## src/rtl/olir_pkg.sv

```systemverilog
// Package for the ordered list block: sizes, command and status codes,
// beat structs and the control struct broadcast to the entry cells.
// No dependencies.
package olir_pkg;

  localparam int unsigned DEPTH       = 64;
  localparam int unsigned ENTRY_WIDTH = 32;
  localparam int unsigned IDX_W       = $clog2(DEPTH);
  localparam int unsigned CNT_W       = $clog2(DEPTH + 1);
  localparam int unsigned CAP_W       = 7;
  localparam int unsigned CMP_W       = (CNT_W > CAP_W) ? CNT_W : CAP_W;

  typedef enum logic [1:0] {
    CMD_INSERT = 2'd0,
    CMD_REMOVE = 2'd1,
    CMD_READ   = 2'd2,
    CMD_UNUSED = 2'd3
  } cmd_e;

  typedef enum logic [1:0] {
    ST_OK      = 2'd0,
    ST_INVALID = 2'd1,
    ST_FULL    = 2'd2,
    ST_EMPTY   = 2'd3
  } status_e;

  typedef enum logic [1:0] {
    OP_HOLD   = 2'd0,
    OP_INSERT = 2'd1,
    OP_REMOVE = 2'd2
  } cell_op_e;

  typedef struct packed {
    logic [1:0]  cmd;
    logic [5:0]  position;
    logic        at_tail;
    logic [31:0] item_value;
  } in_beat_t;

  typedef struct packed {
    logic [1:0]  status;
    logic [31:0] read_value;
    logic [6:0]  entry_count;
    logic        is_full;
    logic        is_empty;
  } out_beat_t;

  typedef struct packed {
    cell_op_e               op;
    logic [IDX_W-1:0]       pos;
    logic [ENTRY_WIDTH-1:0] value;
  } cell_ctrl_t;

endpackage

```

## src/rtl/olir_cell.sv

```systemverilog
// One entry cell of the ordered list chain.
// Depends on olir_pkg for the cell control struct and sizes.
module olir_cell (
  input  logic                            clk_i,
  input  olir_pkg::cell_ctrl_t            ctrl_i,
  input  logic [olir_pkg::IDX_W-1:0]      idx_i,
  input  logic [olir_pkg::ENTRY_WIDTH-1:0] left_i,
  input  logic [olir_pkg::ENTRY_WIDTH-1:0] right_i,
  output logic [olir_pkg::ENTRY_WIDTH-1:0] data_o,
  output logic [olir_pkg::ENTRY_WIDTH-1:0] rd_o
);
  import olir_pkg::*;

  logic [ENTRY_WIDTH-1:0] data_q, data_d;

  // Pick the next entry: shift up, load, shift down or hold
  always_comb begin
    data_d = data_q;
    unique case (ctrl_i.op)
      OP_INSERT: begin
        if (idx_i > ctrl_i.pos) begin
          data_d = left_i;
        end else if (idx_i == ctrl_i.pos) begin
          data_d = ctrl_i.value;
        end
      end
      OP_REMOVE: begin
        if (idx_i >= ctrl_i.pos) begin
          data_d = right_i;
        end
      end
      default: data_d = data_q;
    endcase
  end

  always_ff @(posedge clk_i) begin
    data_q <= data_d;
  end

  // Drive this entry onto the read bus only when addressed
  assign rd_o   = (idx_i == ctrl_i.pos) ? data_q : '0;
  assign data_o = data_q;

endmodule

```

## config.mk

```make
export PLATFORM = sky130hd
export DESIGN_NAME = olir_cell
export DESIGN_NICKNAME = d
export VERILOG_FILES = /design/src/rtl/olir_pkg.sv /design/src/rtl/olir_cell.sv
export SDC_FILE = /design/constraint.sdc
export NUM_CORES = 1
export LEC_CHECK = 0
export BUFFER_PORTS_ARGS = -buffer_cell sky130_fd_sc_hd__buf_2
export CORE_ASPECT_RATIO = 0.7
export CORE_UTILIZATION = 48
export DETAILED_ROUTE_END_ITERATION = 6
export GPL_ROUTABILITY_DRIVEN = 0
export PLACE_DENSITY = 0.87
export SLEW_MARGIN = 20
export SYNTH_ARGS = -nofsm -noshare
export SYNTH_HDL_FRONTEND = slang
export SYNTH_SLANG_ARGS = --single-unit
```

## constraint.sdc

```tcl
create_clock -name clk_i -period 7.4 [get_ports clk_i]
set_clock_uncertainty 0.1 [all_clocks]
set_input_delay 2.22 -clock clk_i [delete_from_list [all_inputs] [get_ports clk_i]]
set_output_delay 2.22 -clock clk_i [all_outputs]
set_load 0.1 [all_outputs]
```

* Yosys cells after proc, flatten, opt, wreduce, memory -nomap -nowiden *
Cells that the tools add are included.

storage, ports and cells
  register bits = 32
  input bits = 111
  output and inout bits = 64

operators by class
  order comparisons = 2
  equality and inequality tests = 5
  mux-type cells = 5
  reduce and logical (&&, ||, !) cells = 2

operator list
  operator              count
  $mux W32              4
  $pmux W32 S2          1
  $eq A6 B6 Y1          1
  $ge A6 B6 Y1          1
  $gt A6 B6 Y1          1
  $ne A3 B3 Y1 const B  1
  $reduce_and A3 Y1     1
  $eq A2 B1 Y1 const B  1
  $eq A2 B2 Y1 const B  1
  $ne A2 B2 Y1 const B  1
  $reduce_bool A2 Y1    1

* Depth between registers and ports, before layout *
  word-level depth = 4
  gate-level depth with buffers = 8

* Least setup slack after synthesis *
Ideal clock, no wire load.

  kind = input to output
  start = in ctrl_i[37] in the netlist's numbering
  end = out rd_o[0] in the netlist's numbering
  data arrival time = 3,983 ps
  setup slack = 1,097 ps
  stages on the path = 7
  buffers on the path = 2
  cell sequence = inv_1 ha_1 and4_4 and3_4 buf_12 buf_12 and2_1

between the ends
  cells in the longest elaborated chain, start to end = 2

RTL lines
  element          RTL line         RTL
  start, declared  olir_cell.sv:5   input olir_pkg::cell_ctrl_t ctrl_i,
  $eq A6 B6 Y1     olir_cell.sv:41  assign rd_o = (idx_i == ctrl_i.pos) ? data_q : '0;
  $mux W32         olir_cell.sv:41
  end, declared    olir_cell.sv:10  output logic [olir_pkg::ENTRY_WIDTH-1:0] rd_o

Every way passes these cells.

* Worst setup path after layout *
  start = in ctrl_i[37] in the netlist's numbering
  end = out rd_o[21] in the netlist's numbering

Same word-level chain as after synthesis.

==> results.md <==
* Max incr delay on CP at just over 0.6 ns
* I/O Pins at between 150 and 200
* P_leak at around 1.8 nW
* Avg Inst Size Synth at slightly above 9 sq um
* Final period util at 88.9%
* Synth top area share at 32.5%
* Via count at around 3.2k
* All-layer global routing usage at approximately 26%
* Chip height at slightly below 70 um
* Register bit count reported by yosys at 32
* # rows at 23
* ANT cells at 0
* GRT overflow at 0
* Clk Tree Root Cell: clkbuf_8
* VDD IR max at just under 0.1 mV
* RSZ-0062 raised after global routing: no
* First-pass GRT wire length at between 10,000 and 15,000 um
* # fillers at about 520
* Input/output buffers at approximately 170
* Wire per inst at roughly 16 um
* Initial antenna violation count at 0
* Fin crit period at about 6.6 ns
* Fmax at approximately 150 MHz
* Clock Pin Slew Worst Setup and Hold Paths at 0.07 ns
* Core area at ~0.0058 sq mm
* Setup TNS Final at 0 ns
* Largest net degree at the start of global routing at 97
* Fin nets at around 590
* Register area share after synthesis at between 30% and 40%
* Cts repair resizes at 0
* Die extent in x at 95.9 um
* Distinct cells, synth at 27
* Deepest clock path buffer count at 2
* H-tree depth at 2
* Critical Path End: rd_o[21]
* Post-Syn Nets at around 450
* MaxCap Viol Count at 0
* Setup crit start kind: input port
* CTS tree: yes
* Postcts setup bufs at 0
* Setup crit end kind: output pin
* CTS Hold Bufs at 0
* Final WL at between 8000 and 9000 um
* WS Path Type: input port to output pin
* Max reg flops at 32
* Number of synthesis warnings at 0
* Crit path from: ctrl_i[37]
* Cts bufs inserted at 5
* Synth top area cells: edfxtp_1 (32%), nor2b_1 (14%), a22oi_1 (8.1%)
* Via density at about 5.9
* Clock Sink Count at 32
* Worst Path Max Fanout at 65
* DRC viols at 0
* Die footprint at 0.00649 sq mm
* Cells after Synth at 326
* Initial Utilization at 50.7%
* 1st-iter DRT viols at around 230
* Setup violators final at 0
* CP required at roughly 5 ns
* Critical path's slowest cell: and3_4
* Syn Std Cell Area at approximately 0.003 sq mm
* Hold Fails Final Rpt at 0
* Detail Placement HPWL at 5730 um
* Min-delay worst type: input port to flip-flop
* Vias in the first global route at 2,778
* Worst relative slew slack at between 30% and 40%
* Share of post-route cells with drive strength above 1 at approximately two fifths
* Status: finished clean
* Fin. max-slew vios at 0
* Cell mode on critical path: buf_2
* Syn-to-layout area delta at 29.5%
* Synth area leader: edfxtp_1
* WP data arrival at 4.26 ns
* Pwr Total at 0.864 mW
* DRT antenna net count at 0
* Critical Path, Cell by Cell: buf_2 > inv_1 > ha_1 > and4_4 > and3_4 > and2_1 > buf_2
* Drt pass-1 iters at 5
* PwrDens at 226 mW/mm^2
* Slew @ Worst Pin at about 1.0 ns
-- worst max-delay path: cells and delay by family --
family        cells  cell delay [ns]
simple gates      3             1.13
buf+inv           3             0.54
fa+ha+maj         1             0.36
-- cell usage after synthesis --
| library cell | number |
|---|---|
| edfxtp_1 | 32 |
| buf_12 | 4 |
| nand3_1 | 33 |
| nand4_1 | 32 |
| a41oi_2 | 1 |
| nor2_1 | 3 |
| ha_1 | 8 |
| o311ai_0 | 22 |
| clkbuf_2 | 1 |
| and4_4 | 1 |
| and3_4 | 1 |
| o311ai_1 | 10 |
| nor2b_4 | 1 |
| inv_1 | 8 |
| nand2_1 | 1 |
| o21ai_1 | 1 |
| or2_2 | 1 |
| a22oi_1 | 32 |
| o21a_4 | 1 |
| buf_6 | 5 |
| buf_4 | 3 |
| a21oi_1 | 2 |
| buf_2 | 8 |
| and2_1 | 32 |
| nor2b_1 | 64 |
| a21o_1 | 1 |
| clkbuf_1 | 18 |
-- report_power, final --
| part | total [mW] | switching, mW | internal [mW] |
|---|---|---|---|
| combinational | 0.438 | 0.352 | 0.0860 |
| clock | 0.165 | 0.0651 | 0.0999 |
| sequential | 0.261 | 0.0164 | 0.245 |
-- cell usage in the layout (no fill, tap or decap), types with 7 or more instances in the layout --
cell,n
buf_2,174
edfxtp_1,32
a22oi_1,32
inv_1,8
ha_1,7
o311ai_1,10
nand3_1,32
o311ai_0,22
nor2b_1,64
nand4_1,32
and2_1,32
-- layer usage --
metal / GRT usage, % / wire length (um) / vias up
met5: 0 / 0 / -
met4: 7.09 / 107 / 0
met3: 5.07 / 918 / 12
met2: 46.3 / 4300 / 195
met1: 31.5 / 3480 / 1489
li1: - / - / 1542
-- final cells by class --
| cell class | instances | area (sq um) | area share [%] |
|---|---|---|---|
| flip-flops and latches | 32 | 961 | 25.1 |
| clock inverters | 2 | 35.0 | 0.914 |
| multi-input cells | 247 | 1740 | 45.4 |
| repair buffers | 178 | 901 | 23.5 |
| well taps | 75 | 93.8 | 2.45 |
| inverters | 8 | 30.0 | 0.784 |
| clock buffers | 6 | 72.6 | 1.89 |
-- logic make-up (layout without fill, tap and decap cells) --
group / Yosys count / count (layout) / synth area share (%)
compound gates: 70 / 70 / 19.4
fa+ha+maj: 8 / 8 / 3.38
buf+inv: 47 / 194 / 10.2
flops: 32 / 32 / 32.5
simple gates: 169 / 169 / 34.6
-- per-stage QoR --
stage / setup WS (ns) / hold WS, ns / instances / util [%] / area, sq um
5_1_grt: 0.739 / 2.17 / 548 / 65.6 / 3830
2_1_floorplan: 1.10 / 2.36 / 326 / - / 2960
4_1_cts: 0.851 / 2.17 / 548 / 65.4 / 3820
3_3_place_gp: 0.878 / 2.45 / 540 / 63.6 / 3710
6_report: 0.820 / 2.17 / 548 / 65.6 / 3830
3_5_place_dp: 0.852 / 2.46 / 540 / 63.6 / 3710
-- worst min path at each step --
stage,start,to,cells past startpoint
final,right_i[15],data_o[15]$_DFFE_PP_,3
after global routing,right_i[23],data_o[23]$_DFFE_PP_,3
after CTS,right_i[16],data_o[16]$_DFFE_PP_,3
after detailed placement,right_i[1],data_o[1]$_DFFE_PP_,3
after global placement,right_i[20],data_o[20]$_DFFE_PP_,3
after floorplan,right_i[30],data_o[30]$_DFFE_PP_,2
Note: power is estimated with default switching activity, not from simulation.
